`src/hdl/ptp_pkg.sv`:
```
`timescale 1ns / 1ps
// ----------------------------------------------------------------------------
// ptp_pkg
// Shared widths, codes, payload types and saturation helpers for the
// point-to-point move stepper.
// ----------------------------------------------------------------------------
package ptp_pkg;

    // coordinate format
    localparam int COORD_W   = 32;
    localparam int FRAC_BITS = 16;

    // field widths
    localparam int SPEED_W   = 31;
    localparam int DELTA_W   = 20;
    localparam int SCALE_W   = COORD_W - 1;
    localparam int MODE_W    = 2;
    localparam int CFG_IDX_W = 3;

    // tick datapath widths
    localparam int MAG_W  = COORD_W + 1;        // |target - position|
    localparam int STEP_W = COORD_W + 1;        // saturated step length
    localparam int PROD_W = SPEED_W + DELTA_W;  // speed * delta
    localparam int ACC_W  = 2 * MAG_W + 2;      // squares, products, root remainder

    // request modes
    localparam logic [MODE_W-1:0] MODE_TICK   = 2'd0;
    localparam logic [MODE_W-1:0] MODE_PLACE  = 2'd1;
    localparam logic [MODE_W-1:0] MODE_CENTRE = 2'd2;

    // register indexes
    localparam logic [CFG_IDX_W-1:0] REG_SPEED    = 3'd0;
    localparam logic [CFG_IDX_W-1:0] REG_TARGET_X = 3'd1;
    localparam logic [CFG_IDX_W-1:0] REG_TARGET_Y = 3'd2;
    localparam logic [CFG_IDX_W-1:0] REG_SCALE_X  = 3'd3;
    localparam logic [CFG_IDX_W-1:0] REG_SCALE_Y  = 3'd4;

    typedef logic signed [COORD_W-1:0] coord_t;
    typedef logic [MAG_W-1:0]          mag_t;

    typedef struct packed {
        logic [MODE_W-1:0]  mode;
        logic [DELTA_W-1:0] delta;
        coord_t             new_x;
        coord_t             new_y;
    } ptp_req_t;

    typedef struct packed {
        coord_t pos_x;
        coord_t pos_y;
        coord_t center_x;
        coord_t center_y;
        logic   at_target;
    } ptp_res_t;

    // tick unit operands
    typedef struct packed {
        mag_t               ax;
        mag_t               ay;
        logic [DELTA_W-1:0] delta;
    } ptp_tick_op_t;

    // tick unit status and results
    typedef struct packed {
        logic done;
        logic snap;
        mag_t qx;
        mag_t qy;
    } ptp_tick_res_t;

    // clip a one-bit-wider signed value to the coordinate range
    function automatic coord_t sat_coord(input logic signed [COORD_W:0] v);
        coord_t r;
        if (v[COORD_W] != v[COORD_W-1])
        begin
            r = v[COORD_W] ? {1'b1, {(COORD_W-1){1'b0}}} : {1'b0, {(COORD_W-1){1'b1}}};
        end
        else
        begin
            r = v[COORD_W-1:0];
        end
        return r;
    endfunction

    // floor(scale / 2), extended to the one-bit-wider signed range
    function automatic logic signed [COORD_W:0] half_ext(input logic [SCALE_W-1:0] s);
        return {{(COORD_W + 2 - SCALE_W){1'b0}}, s[SCALE_W-1:1]};
    endfunction

endpackage

```
`src/hdl/ptp_tick_unit.sv`:
```
`timescale 1ns / 1ps
// ----------------------------------------------------------------------------
// ptp_tick_unit
// Sequenced tick arithmetic around one shared add/subtract unit: step length,
// squared distance, snap compare, integer square root and the two
// per-axis multiply/divide pairs, one bit per cycle.
// ----------------------------------------------------------------------------
module ptp_tick_unit (
    input  logic                          clk,
    input  logic                          rst_n,
    input  logic                          start,
    input  ptp_pkg::ptp_tick_op_t         op,
    input  logic [ptp_pkg::SPEED_W-1:0]   speed,
    output ptp_pkg::ptp_tick_res_t        res
);
    import ptp_pkg::*;

    localparam int ROOT_STEPS = ACC_W / 2;
    localparam int CNT_W      = $clog2(ROOT_STEPS);

    localparam logic [CNT_W-1:0] DELTA_LAST = CNT_W'(DELTA_W - 1);
    localparam logic [CNT_W-1:0] MAG_LAST   = CNT_W'(MAG_W - 1);
    localparam logic [CNT_W-1:0] STEP_LAST  = CNT_W'(STEP_W - 1);
    localparam logic [CNT_W-1:0] ROOT_LAST  = CNT_W'(ROOT_STEPS - 1);

    localparam logic [3:0] S_IDLE = 4'd0;
    localparam logic [3:0] S_STEP = 4'd1;
    localparam logic [3:0] S_SQX  = 4'd2;
    localparam logic [3:0] S_SQY  = 4'd3;
    localparam logic [3:0] S_SQS  = 4'd4;
    localparam logic [3:0] S_CMP  = 4'd5;
    localparam logic [3:0] S_ROOT = 4'd6;
    localparam logic [3:0] S_MULX = 4'd7;
    localparam logic [3:0] S_DIVX = 4'd8;
    localparam logic [3:0] S_MULY = 4'd9;
    localparam logic [3:0] S_DIVY = 4'd10;
    localparam logic [3:0] S_DONE = 4'd11;

    logic [3:0]            state_reg,  state_next;
    logic [CNT_W-1:0]      cnt_reg,    cnt_next;
    logic [ACC_W-1:0]      acc_reg,    acc_next;
    logic [ACC_W-1:0]      mcand_reg,  mcand_next;
    logic [MAG_W-1:0]      mplier_reg, mplier_next;
    logic [ACC_W-1:0]      d2_reg,     d2_next;
    logic [ROOT_STEPS-1:0] root_reg,   root_next;
    logic [STEP_W-1:0]     step_reg,   step_next;
    mag_t                  ax_reg,     ax_next;
    mag_t                  ay_reg,     ay_next;
    mag_t                  qx_reg,     qx_next;
    mag_t                  qy_reg,     qy_next;
    logic                  snap_reg,   snap_next;

    // shared unit
    logic [ACC_W-1:0] alu_a;
    logic [ACC_W-1:0] alu_b;
    logic             alu_sub;
    logic [ACC_W:0]   alu_full;
    logic [ACC_W-1:0] alu_sum;
    logic             alu_ge;
    logic             last;
    mag_t             quot;

    always_comb
    begin
        alu_a   = acc_reg;
        alu_b   = '0;
        alu_sub = 1'b0;
        unique case (state_reg) inside
            S_STEP, S_SQX, S_SQY, S_SQS, S_MULX, S_MULY:
            begin
                alu_b = mplier_reg[0] ? mcand_reg : '0;
            end
            S_CMP:
            begin
                // squared distance against squared step
                alu_a   = d2_reg;
                alu_b   = acc_reg;
                alu_sub = 1'b1;
            end
            S_ROOT:
            begin
                alu_a   = {acc_reg[ACC_W-3:0], d2_reg[ACC_W-1:ACC_W-2]};
                alu_b   = ACC_W'({root_reg, 2'b01});
                alu_sub = 1'b1;
            end
            S_DIVX, S_DIVY:
            begin
                alu_a   = {acc_reg[ACC_W-2:0], mplier_reg[MAG_W-1]};
                alu_b   = ACC_W'(root_reg);
                alu_sub = 1'b1;
            end
            default:
            begin
                alu_b = '0;
            end
        endcase
        alu_full = {1'b0, alu_a} + {1'b0, (alu_sub ? ~alu_b : alu_b)}
                   + (ACC_W + 1)'(alu_sub);
        alu_sum  = alu_full[ACC_W-1:0];
        alu_ge   = alu_full[ACC_W];
    end

    assign last = (cnt_reg == '0);
    assign quot = {mplier_reg[MAG_W-2:0], alu_ge};

    // sequencer
    always_comb
    begin
        state_next  = state_reg;
        cnt_next    = cnt_reg;
        acc_next    = acc_reg;
        mcand_next  = mcand_reg;
        mplier_next = mplier_reg;
        d2_next     = d2_reg;
        root_next   = root_reg;
        step_next   = step_reg;
        ax_next     = ax_reg;
        ay_next     = ay_reg;
        qx_next     = qx_reg;
        qy_next     = qy_reg;
        snap_next   = snap_reg;
        unique case (state_reg) inside
            S_IDLE:
            begin
                if (start)
                begin
                    ax_next     = op.ax;
                    ay_next     = op.ay;
                    acc_next    = '0;
                    mcand_next  = ACC_W'(speed);
                    mplier_next = MAG_W'(op.delta);
                    cnt_next    = DELTA_LAST;
                    state_next  = S_STEP;
                end
            end
            S_STEP, S_SQX, S_SQY, S_SQS, S_MULX, S_MULY:
            begin
                acc_next    = alu_sum;
                mcand_next  = mcand_reg << 1;
                mplier_next = mplier_reg >> 1;
                cnt_next    = cnt_reg - 1'b1;
                if (last)
                begin
                    if (state_reg == S_STEP)
                    begin
                        // floor(speed * delta), clipped to the step range
                        step_next = (|alu_sum[PROD_W-1:FRAC_BITS+STEP_W]) ? '1
                                  : alu_sum[FRAC_BITS+STEP_W-1:FRAC_BITS];
                        acc_next    = '0;
                        mcand_next  = ACC_W'(ax_reg);
                        mplier_next = ax_reg;
                        cnt_next    = MAG_LAST;
                        state_next  = S_SQX;
                    end
                    else if (state_reg == S_SQX)
                    begin
                        // keep the sum, add ay squared on top
                        mcand_next  = ACC_W'(ay_reg);
                        mplier_next = ay_reg;
                        cnt_next    = MAG_LAST;
                        state_next  = S_SQY;
                    end
                    else if (state_reg == S_SQY)
                    begin
                        d2_next     = alu_sum;
                        acc_next    = '0;
                        mcand_next  = ACC_W'(step_reg);
                        mplier_next = MAG_W'(step_reg);
                        cnt_next    = STEP_LAST;
                        state_next  = S_SQS;
                    end
                    else if (state_reg == S_SQS)
                    begin
                        state_next = S_CMP;
                    end
                    else
                    begin
                        // quotient fits in MAG_W bits, so start with the upper part
                        acc_next    = alu_sum >> MAG_W;
                        mplier_next = alu_sum[MAG_W-1:0];
                        cnt_next    = MAG_LAST;
                        state_next  = (state_reg == S_MULX) ? S_DIVX : S_DIVY;
                    end
                end
            end
            S_CMP:
            begin
                if (!alu_ge)
                begin
                    snap_next  = 1'b1;
                    state_next = S_DONE;
                end
                else
                begin
                    snap_next  = 1'b0;
                    acc_next   = '0;
                    root_next  = '0;
                    cnt_next   = ROOT_LAST;
                    state_next = S_ROOT;
                end
            end
            S_ROOT:
            begin
                acc_next  = alu_ge ? alu_sum : alu_a;
                root_next = {root_reg[ROOT_STEPS-2:0], alu_ge};
                d2_next   = d2_reg << 2;
                cnt_next  = cnt_reg - 1'b1;
                if (last)
                begin
                    acc_next    = '0;
                    mcand_next  = ACC_W'(ax_reg);
                    mplier_next = MAG_W'(step_reg);
                    cnt_next    = STEP_LAST;
                    state_next  = S_MULX;
                end
            end
            S_DIVX, S_DIVY:
            begin
                acc_next    = alu_ge ? alu_sum : alu_a;
                mplier_next = quot;
                cnt_next    = cnt_reg - 1'b1;
                if (last)
                begin
                    if (state_reg == S_DIVX)
                    begin
                        qx_next     = (quot > ax_reg) ? ax_reg : quot;
                        acc_next    = '0;
                        mcand_next  = ACC_W'(ay_reg);
                        mplier_next = MAG_W'(step_reg);
                        cnt_next    = STEP_LAST;
                        state_next  = S_MULY;
                    end
                    else
                    begin
                        qy_next    = (quot > ay_reg) ? ay_reg : quot;
                        state_next = S_DONE;
                    end
                end
            end
            S_DONE:
            begin
                state_next = S_IDLE;
            end
            default:
            begin
                state_next = S_IDLE;
            end
        endcase
    end

    always_ff @(posedge clk or negedge rst_n)
    begin
        if (!rst_n)
        begin
            state_reg <= S_IDLE;
            cnt_reg   <= '0;
        end
        else
        begin
            state_reg <= state_next;
            cnt_reg   <= cnt_next;
        end
    end

    always_ff @(posedge clk)
    begin
        acc_reg    <= acc_next;
        mcand_reg  <= mcand_next;
        mplier_reg <= mplier_next;
        d2_reg     <= d2_next;
        root_reg   <= root_next;
        step_reg   <= step_next;
        ax_reg     <= ax_next;
        ay_reg     <= ay_next;
        qx_reg     <= qx_next;
        qy_reg     <= qy_next;
        snap_reg   <= snap_next;
    end

    assign res.done = (state_reg == S_DONE);
    assign res.snap = snap_reg;
    assign res.qx   = qx_reg;
    assign res.qy   = qy_reg;

endmodule

```
`src/hdl/point_to_point_move_stepper.sv`:
```
`timescale 1ns / 1ps
// ----------------------------------------------------------------------------
// point_to_point_move_stepper
// Holds a 2D Q16.16 position and moves it toward a programmed target at
// constant speed; place requests set the position directly or by view centre.
// ----------------------------------------------------------------------------
// every request returns one result: position, view centre (position plus half
// the view scale, clipped) and an at-target flag. a tick request moves the
// position by speed*delta along the line to the target, or lands on the target
// when it is closer than that. one request is handled at a time and req_stall
// stays high until its result sits in the output register. tick requests run
// on a bit-serial add/subtract unit: speed*delta, three squares, square root
// and two multiply/divide pairs for a move, stopping after the compare when
// the position lands on the target; a tick already on the target, place
// requests and unused mode codes do not use the unit. a finished result
// waits in the output register while the next request is taken. registers
// are written through the cfg channel, always ready, and are meant to change
// only while the block is idle.
// ----------------------------------------------------------------------------
module point_to_point_move_stepper (
    input  logic                            clk,
    input  logic                            rst_n,
    input  logic                            cfg_valid,
    output logic                            cfg_ready,
    input  logic [ptp_pkg::CFG_IDX_W-1:0]   cfg_index,
    input  logic [ptp_pkg::COORD_W-1:0]     cfg_data,
    input  logic                            req_valid,
    output logic                            req_stall,
    input  ptp_pkg::ptp_req_t               req,
    output logic                            res_valid,
    input  logic                            res_stall,
    output ptp_pkg::ptp_res_t               res
);
    import ptp_pkg::*;

    localparam logic [1:0] ST_IDLE = 2'd0;
    localparam logic [1:0] ST_PREP = 2'd1;  // distance to target registered
    localparam logic [1:0] ST_TICK = 2'd2;  // tick unit running
    localparam logic [1:0] ST_DONE = 2'd3;  // result waits for the output register

    // configuration
    logic [SPEED_W-1:0] speed_reg,    speed_next;
    coord_t             target_x_reg, target_x_next;
    coord_t             target_y_reg, target_y_next;
    logic [SCALE_W-1:0] scale_x_reg,  scale_x_next;
    logic [SCALE_W-1:0] scale_y_reg,  scale_y_next;

    // position and control
    logic [1:0]             state_reg, state_next;
    coord_t                 cur_x_reg, cur_x_next;
    coord_t                 cur_y_reg, cur_y_next;
    logic signed [COORD_W:0] dx_reg,   dx_next;
    logic signed [COORD_W:0] dy_reg,   dy_next;
    logic                   res_valid_reg, res_valid_next;
    ptp_res_t               res_reg,   res_next;

    logic               req_take;
    logic               out_free;
    logic               tick_start;
    logic [DELTA_W-1:0] delta_hold;
    ptp_tick_op_t       tick_op;
    ptp_tick_res_t      tick_res;

    assign cfg_ready = 1'b1;
    assign req_stall = (state_reg != ST_IDLE);
    assign req_take  = req_valid && !req_stall;
    assign out_free  = !res_valid_reg || !res_stall;

    // register writes, indexes past the list are dropped
    always_comb
    begin
        speed_next    = speed_reg;
        target_x_next = target_x_reg;
        target_y_next = target_y_reg;
        scale_x_next  = scale_x_reg;
        scale_y_next  = scale_y_reg;
        if (cfg_valid && cfg_ready)
        begin
            unique case (cfg_index)
                REG_SPEED:    speed_next    = cfg_data[SPEED_W-1:0];
                REG_TARGET_X: target_x_next = cfg_data;
                REG_TARGET_Y: target_y_next = cfg_data;
                REG_SCALE_X:  scale_x_next  = cfg_data[SCALE_W-1:0];
                REG_SCALE_Y:  scale_y_next  = cfg_data[SCALE_W-1:0];
                default:      speed_next    = speed_reg;
            endcase
        end
    end

    // magnitudes for the tick unit, from the registered signed distance
    assign tick_op.ax    = dx_reg[COORD_W] ? MAG_W'(-dx_reg) : MAG_W'(dx_reg);
    assign tick_op.ay    = dy_reg[COORD_W] ? MAG_W'(-dy_reg) : MAG_W'(dy_reg);
    assign tick_op.delta = delta_hold;

    assign tick_start = (state_reg == ST_PREP) && ((dx_reg != '0) || (dy_reg != '0));

    ptp_tick_unit u_tick (
        .clk   (clk),
        .rst_n (rst_n),
        .start (tick_start),
        .op    (tick_op),
        .speed (speed_reg),
        .res   (tick_res)
    );

    // request sequencing
    always_comb
    begin
        state_next     = state_reg;
        cur_x_next     = cur_x_reg;
        cur_y_next     = cur_y_reg;
        dx_next        = dx_reg;
        dy_next        = dy_reg;
        res_valid_next = res_valid_reg;
        res_next       = res_reg;

        // a taken result frees the output register
        if (res_valid_reg && !res_stall)
        begin
            res_valid_next = 1'b0;
        end

        unique case (state_reg)
            ST_IDLE:
            begin
                if (req_take)
                begin
                    state_next = ST_DONE;
                    unique case (req.mode)
                        MODE_TICK:
                        begin
                            dx_next    = {target_x_reg[COORD_W-1], target_x_reg}
                                       - {cur_x_reg[COORD_W-1], cur_x_reg};
                            dy_next    = {target_y_reg[COORD_W-1], target_y_reg}
                                       - {cur_y_reg[COORD_W-1], cur_y_reg};
                            state_next = ST_PREP;
                        end
                        MODE_PLACE:
                        begin
                            cur_x_next = req.new_x;
                            cur_y_next = req.new_y;
                        end
                        MODE_CENTRE:
                        begin
                            // position such that the view centre lands on the point
                            cur_x_next = sat_coord({req.new_x[COORD_W-1], req.new_x}
                                                   - half_ext(scale_x_reg));
                            cur_y_next = sat_coord({req.new_y[COORD_W-1], req.new_y}
                                                   - half_ext(scale_y_reg));
                        end
                        default:
                        begin
                            // unused mode: position kept, result still returned
                            state_next = ST_DONE;
                        end
                    endcase
                end
            end
            ST_PREP:
            begin
                // already on target: nothing to move
                state_next = tick_start ? ST_TICK : ST_DONE;
            end
            ST_TICK:
            begin
                if (tick_res.done)
                begin
                    if (tick_res.snap)
                    begin
                        cur_x_next = target_x_reg;
                        cur_y_next = target_y_reg;
                    end
                    else
                    begin
                        // the move never passes the target, so wraparound is exact
                        cur_x_next = dx_reg[COORD_W]
                                   ? cur_x_reg - coord_t'(tick_res.qx[COORD_W-1:0])
                                   : cur_x_reg + coord_t'(tick_res.qx[COORD_W-1:0]);
                        cur_y_next = dy_reg[COORD_W]
                                   ? cur_y_reg - coord_t'(tick_res.qy[COORD_W-1:0])
                                   : cur_y_reg + coord_t'(tick_res.qy[COORD_W-1:0]);
                    end
                    state_next = ST_DONE;
                end
            end
            ST_DONE:
            begin
                if (out_free)
                begin
                    res_next.pos_x     = cur_x_reg;
                    res_next.pos_y     = cur_y_reg;
                    res_next.center_x  = sat_coord({cur_x_reg[COORD_W-1], cur_x_reg}
                                                   + half_ext(scale_x_reg));
                    res_next.center_y  = sat_coord({cur_y_reg[COORD_W-1], cur_y_reg}
                                                   + half_ext(scale_y_reg));
                    res_next.at_target = (cur_x_reg == target_x_reg)
                                      && (cur_y_reg == target_y_reg);
                    res_valid_next     = 1'b1;
                    state_next         = ST_IDLE;
                end
            end
            default:
            begin
                state_next = ST_IDLE;
            end
        endcase
    end

    always_ff @(posedge clk or negedge rst_n)
    begin
        if (!rst_n)
        begin
            speed_reg     <= '0;
            target_x_reg  <= '0;
            target_y_reg  <= '0;
            scale_x_reg   <= '0;
            scale_y_reg   <= '0;
            state_reg     <= ST_IDLE;
            cur_x_reg     <= '0;
            cur_y_reg     <= '0;
            res_valid_reg <= 1'b0;
        end
        else
        begin
            speed_reg     <= speed_next;
            target_x_reg  <= target_x_next;
            target_y_reg  <= target_y_next;
            scale_x_reg   <= scale_x_next;
            scale_y_reg   <= scale_y_next;
            state_reg     <= state_next;
            cur_x_reg     <= cur_x_next;
            cur_y_reg     <= cur_y_next;
            res_valid_reg <= res_valid_next;
        end
    end

    // payload registers, no reset needed
    always_ff @(posedge clk)
    begin
        dx_reg  <= dx_next;
        dy_reg  <= dy_next;
        res_reg <= res_next;
        if (req_take)
        begin
            delta_hold <= req.delta;
        end
    end

    assign res_valid = res_valid_reg;
    assign res       = res_reg;

`ifndef SYNTHESIS
    // the tick unit reports only while a tick request is waiting on it
    assert property (@(posedge clk) disable iff (!rst_n)
        tick_res.done |-> (state_reg == ST_TICK))
        else $error("tick unit finished outside a tick request");

    // a move never goes farther than the distance to the target on either axis
    assert property (@(posedge clk) disable iff (!rst_n)
        (tick_res.done && !tick_res.snap) |->
            ((tick_res.qx <= tick_op.ax) && (tick_res.qy <= tick_op.ay)))
        else $error("tick move overshoots the target");

    // landing on the target leaves the position equal to it
    assert property (@(posedge clk) disable iff (!rst_n)
        (state_reg == ST_TICK && tick_res.done && tick_res.snap) |=>
            ((cur_x_reg == target_x_reg) && (cur_y_reg == target_y_reg)))
        else $error("snap did not land on the target");
`endif

endmodule

```
`config.mk`:
```
export PLATFORM = sky130hd
export DESIGN_NAME = point_to_point_move_stepper
export DESIGN_NICKNAME = d
export VERILOG_FILES = /design/src/hdl/ptp_pkg.sv /design/src/hdl/ptp_tick_unit.sv /design/src/hdl/point_to_point_move_stepper.sv
export SDC_FILE = /design/constraint.sdc
export NUM_CORES = 2
export LEC_CHECK = 0
export ABC_AREA = 1
export ABC_CLOCK_PERIOD_IN_PS = 8650
export BUFFER_PORTS_ARGS = -buffer_cell sky130_fd_sc_hd__clkbuf_2
export CORE_ASPECT_RATIO = 2
export CORE_MARGIN = 2
export CORE_UTILIZATION = 60
export CTS_CLUSTER_DIAMETER = 50
export CTS_CLUSTER_SIZE = 10
export DETAILED_ROUTE_END_ITERATION = 10
export PLACE_DENSITY = 0.78
export REMOVE_ABC_BUFFERS = 1
export SETUP_SLACK_MARGIN = 0.3
export SLEW_MARGIN = 20
export SYNTH_ARGS = -nofsm -noshare
export SYNTH_HDL_FRONTEND = slang
export SYNTH_SLANG_ARGS = --single-unit
```
`constraint.sdc`:
```
create_clock -name clk -period 8.65 [get_ports clk]
set_input_delay 0.865 -clock clk [delete_from_list [all_inputs] [get_ports clk]]
set_output_delay 0.865 -clock clk [all_outputs]
set_load 0.02 [all_outputs]
```
==> results of run 1 <==
[per-stage QoR]
step | instance area (um^2) | setup slack, ns | util | hold slack (ns)
after floorplan | 62700 | -1.77 | - | 0.451
after global placement | 67100 | 1.75 | 0.634 | 0.468
after detailed placement | 67100 | 1.62 | 0.634 | 0.473
after CTS | 70100 | 1.59 | 0.663 | 0.0826
[cell families after synthesis]
kind of cell / synth area share
and+or+nand+nor: 0.198
AOI/OAI and AO/OA: 0.196
buffers and inverters: 0.0765
DFF: 0.397
adders and majority gates: 0.0793
xor gates and xnor gates: 0.0515
muxes: 0.00235
other: 0.0000587
[cells in the mapped netlist, drive strengths merged, types with 59 or more instances]
master	instances	area share
a211oi	76	0.0089
ha	390	0.076
o21ai	798	0.063
xnor2	146	0.020
edfxtp	650	0.31
a21oi	749	0.059
dfrtp	232	0.091
o22ai	137	0.013
nor2	898	0.054
nor3	87	0.0069
xor2	228	0.031
inv	981	0.058
nand3	263	0.021
nand2	1726	0.10
clkbuf	242	0.014
a21boi	59	0.0070
[per-layer routing]
metal / global-route usage / GRT overflow
met1: 0.546 / 0
met2: 0.900 / 10
met3: 0.309 / 0
met4: 0.706 / 5
met5: 0.0676 / 0
==> impl_summary.md, run 1 <==
CTS
For this design, the CTS-stage hold fixing added 0 buffers. The number of buffers added by the clock tree synthesis step is 102. Post-CTS timing repair inserted 0 buffers for setup. The clock passes through at most 3 buffers. The tree is rooted in a clkbuf_16. The deepest level of the CTS H-tree is 3. The number of resized instances in the post-cts repair step is 0.

The total number of clock tree sinks is 882.

Global route
The maximum number of pins on one net before global-route repair is 130. For this run the aggregate overflow at the end of global routing stands at 15. The wire length of the first global-routing pass is 483,000 um. The via count of the first global-routing pass is 70,784. For this run, the total global-route usage over all layers was measured as 0.604.

Logic synthesis
The synthesized netlist occupies a cell area of 63,800 um^2. The fraction of the yosys area taken by sequential cells is 0.397. Yosys mapped the design onto 71 distinct sky130hd cell types. The cell count after synthesis is 8,255.

Yosys printed 0 warnings. The post-synthesis register bit count is 882. The number of enable flip-flop cells after synthesis is 650. Counting flops with an async set or reset pin after synthesis yields a share of 0.263. The mean area per synthesized cell is 7.73 um^2. The top flip-flop cell by instance count after synthesis is edfxtp_1.

Floorplan
The die height is 465 um. The standard-cell row count is 169. The count of pins on the block boundary is 258. The chip width is 235 um. The initial utilization of the core area, before any placement, comes to 0.604.

Placed design
Including well taps, the total number of placed cells is 9,719. The number of buffer cells added on primary ports is 256. The placer's final routability congestion estimate is 1.21. Detailed placement finished with a half-perimeter wire length of 228,000 um.

Status
The tool reported: "[ERROR GRT-0116] Global routing finished with congestion. Check the congestion regions in the DRC Viewer". It got as far as global routing (5_1_grt) and failed there. The flow did not finish.
==> run 2: changes to the inputs <==
- CORE_ASPECT_RATIO: 2 -> not set
- CORE_UTILIZATION: 60 -> 40
- CTS_CLUSTER_DIAMETER: 50 -> not set
- CTS_CLUSTER_SIZE: 10 -> not set
- PLACE_DENSITY: 0.78 -> not set
- PLACE_DENSITY_LB_ADDON: not set -> 0.15
- SETUP_SLACK_MARGIN: 0.3 -> not set
==> run 2 against run 1 <==
The run now ends clean. Synthesized cell count did not move. Area after synthesis did not move.
==> impl_summary.md, run 2 <==
Status
Result of the run: complete, no violations (was did not finish).

Detailed routing
The per-cell routed wire length is 25.5 um. The detailed-router iteration count before antenna repair is 8. The post-detailed-route count of antenna-violating nets is 0. The post-detailed-route via-to-cell ratio is 5.78. Summed over all layers, the routed wires come to 270,000 um. The final route contains 61,237 vias.

The detailed router finished its first iteration with 6,295 violations. The DRC violation count after routing is 0.

Worst hold path
The min-delay analysis places its worst path in the category input pin to async pin.

Timing
Setup violations remaining at the end of the flow were counted as 0. The relative max-transition margin is 0.164. The worst path needs 7.81 ns of the cycle, external delays included.

Setup repair after global routing left no endpoint under its margin. On the final layout, the worst clock skew is 0.0267 ns. Based on the critical path, the design can be clocked at up to 0.128 GHz. The slew at the pin closest to its max-slew limit is 1.22 ns. The final number of hold-violating endpoints is 0.

The post-route clock period utilization is 0.903. The total count of max-transition violations in the final report is 0.

CTS
The post-CTS repair timing setup buffer count is 0 (unchanged). The number of buffers added by the clock tree synthesis step is 105 (was 102). TritonCTS built the clock tree. The clock transition at the register clock pins on the worst setup and hold paths after CTS is 0.06 ns. The number of resized instances in the post-cts repair step is 0 (unchanged). The worst-skew pair later-pin latency is 0.75 ns. The total number of clock tree sinks is 882 (unchanged).

The deepest level of the CTS H-tree is 3 (unchanged). The root buffer cell is clkbuf_16 (unchanged). The number of buffers added to fix hold violations after cts is 0 (unchanged). The number of buffers on the longest clock path is 3 (unchanged).

Final layout
The library cells used most frequently in the layout, excluding fill and tap cells, are nand2_1 (1,699), inv_1 (964), nor2_1 (875). The area of all placed cells without fillers is 71,300 um^2. The register with the most flip-flops in the layout has 129 of them. The filler cell count is 16,154. In the final layout, the share of cells above drive strength 1 is 0.0761. Relative to the synthesized area, the layout overhead comes to 11.6%.

The post-layout net count is 8,957. Leaving out fill and tap cells, the most frequent cell in the layout is nand2_1.

Floorplan
The chip width is 404 um (was 235 um). The standard-cell row count came to 146 (was 169). The core region is 158,000 um^2. The die covers 163,000 um^2.

The starting density of the core was 0.403 (was 0.604). The count of pins on the block boundary is 258 (unchanged). The die height is 404 um (was 465 um).

Logic synthesis
Ranking of synthesized cells by instance count: nand2_1 (1,701), inv_1 (968), nor2_1 (885) (unchanged). The top flip-flop cell by instance count after synthesis is edfxtp_1 (unchanged). The fraction of synthesized cell area taken by the top area cell type is 0.306 (unchanged). The cell count after synthesis is 8,255 (unchanged). The distinct cell type count after synthesis is 71 (unchanged). The synthesized cell area is 63,800 um^2 (unchanged). The post-synthesis cell type with the largest combined area is edfxtp_1 (unchanged). The fraction of the yosys area taken by sequential cells came to 0.397 (unchanged). The post-synthesis async set-or-reset flop share is 0.263 (unchanged). The post-synthesis register bit count was 882 (unchanged).

Top area cells in the synthesized netlist: edfxtp_1 (31%), nand2_1 (10%), dfrtp_1 (9.1%), ha_1 (7.6%), o21ai_0 (6.2%) (unchanged). The mean area per synthesized cell is 7.73 um^2 (unchanged). The number of enable flip-flop cells after synthesis was 650 (unchanged). The number of warning messages in the yosys log is 0 (unchanged). The most used standard cell by instance count after synthesis is nand2_1 (unchanged).

Critical path
The required time of the worst setup path is 9.12 ns. The cell type of the slowest stage on the worst timing path is a21boi_2. The worst setup path is captured at a flop. The flop-to-flop setup slack is 0.84 ns.

The number of cells traversed by the worst register-to-register path is 32. The category of the critical setup timing path is flop to flop. The category of cells accounting for the largest share of critical-path delay is compound AO/OA/AOI/OAI gates. The endpoint arrival time on the critical path is 8.29 ns. The cell count along the critical path is 32. The top fanout value on the critical path is 68. The stage delay of the slowest cell on the critical path is 0.88 ns. The kind of launch point of the worst setup path is a flop. The critical path contains buffers and inverters numbering 7 combined.

Placed design
The placer's final routability congestion estimate is 1.02 (was 1.21). The detailed placer's ending HPWL is 209,000 um (was 228,000 um). The number of buffer cells added on primary ports was 256 (unchanged).

The area after detailed placement is 67,700 um^2 (was 67,100 um^2).

Global route
The global-route total usage across every layer is 0.322. The via count of the first global-routing pass is 58,272. The maximum number of pins on one net before global-route repair is 111.

The first global-routing pass estimated 391,000 um of wire. The global route total overflow is 0. The initial antenna violation count came to 12.

Flow run
Across the run, the number of max-cap violations was 0.
## run 2: cell counts after synthesis
Identical to the previous run, type by type.
## run 2: kinds of logic after synthesis
group | count (synthesis) | synth area share
flip-flops | 882 | 0.397
multiplexers | 15 | 0.00235
AND/OR/NAND/NOR | 3106 | 0.198
XOR/XNOR | 374 | 0.0515
adder cells (fa/ha/maj) | 399 | 0.0793
AO/OA/AOI/OAI | 2189 | 0.196
buffers and inverters | 1289 | 0.0765
other | 1 | 0.0000587
## run 2: worst reg2reg max path, delay by kind of cell, from the launching register on
family,cells,cell delay [ns]
and+or+nand+nor,9,1.15
DFF,1,0.40
AOI/OAI and AO/OA,14,2.90
adders and majority gates,2,0.46
buffers and inverters,7,2.64
## run 2: final timing paths
check                                     to                start
min in group clk               delta_hold[1]              req[65]
max                        u_tick.qx_reg[12]  u_tick.state_reg[2]
min reg2reg                     speed_reg[8]         speed_reg[8]
max in group asynchronous    target_x_reg[4]                rst_n
min                                res_valid                rst_n
max reg2reg                u_tick.qx_reg[12]  u_tick.state_reg[2]
## run 2: final cells by class
cell class / count / area (um^2) / area share
Multi-Input combinational cell: 6084 / 33800 / 0.474
Timing Repair Buffer: 368 / 2230 / 0.0313
Sequential cell: 882 / 25300 / 0.355
Inverter: 991 / 3730 / 0.0523
Antenna cell: 6 / 15.0 / 0.000211
Clock inverter: 58 / 634 / 0.00890
Tap cell: 2072 / 2590 / 0.0364
Clock buffer: 140 / 2940 / 0.0413
## run 2: per-stage QoR
stage,TNS (ns),hold slack (ns),cells,util,setup WS [ns]
CTS,0,0.0823,10594,0.450,1.09
floorplan,-189.27,0.451,7957,-,-1.77
global placement,0,0.467,10396,0.427,1.16
global route,0,0.114,10595,0.450,0.450
finish,0,0.0810,10601,0.450,0.835
detailed placement,0,0.473,10396,0.427,1.13
## run 2: per-layer routing
| layer | part of all wire | up-vias | GRT usage |
|---|---|---|---|
| met3 | 0.099 | 449 | 0.0754 |
| met5 | 0.000078 | - | 0 |
| met4 | 0.040 | 4 | 0.118 |
| met2 | 0.43 | 2831 | 0.491 |
| li1 | - | 28566 | - |
| met1 | 0.43 | 29387 | 0.443 |
Power of run 2 is not shown: default switching activity piles up to over one toggle a cycle in this logic, so the estimate is an artifact.
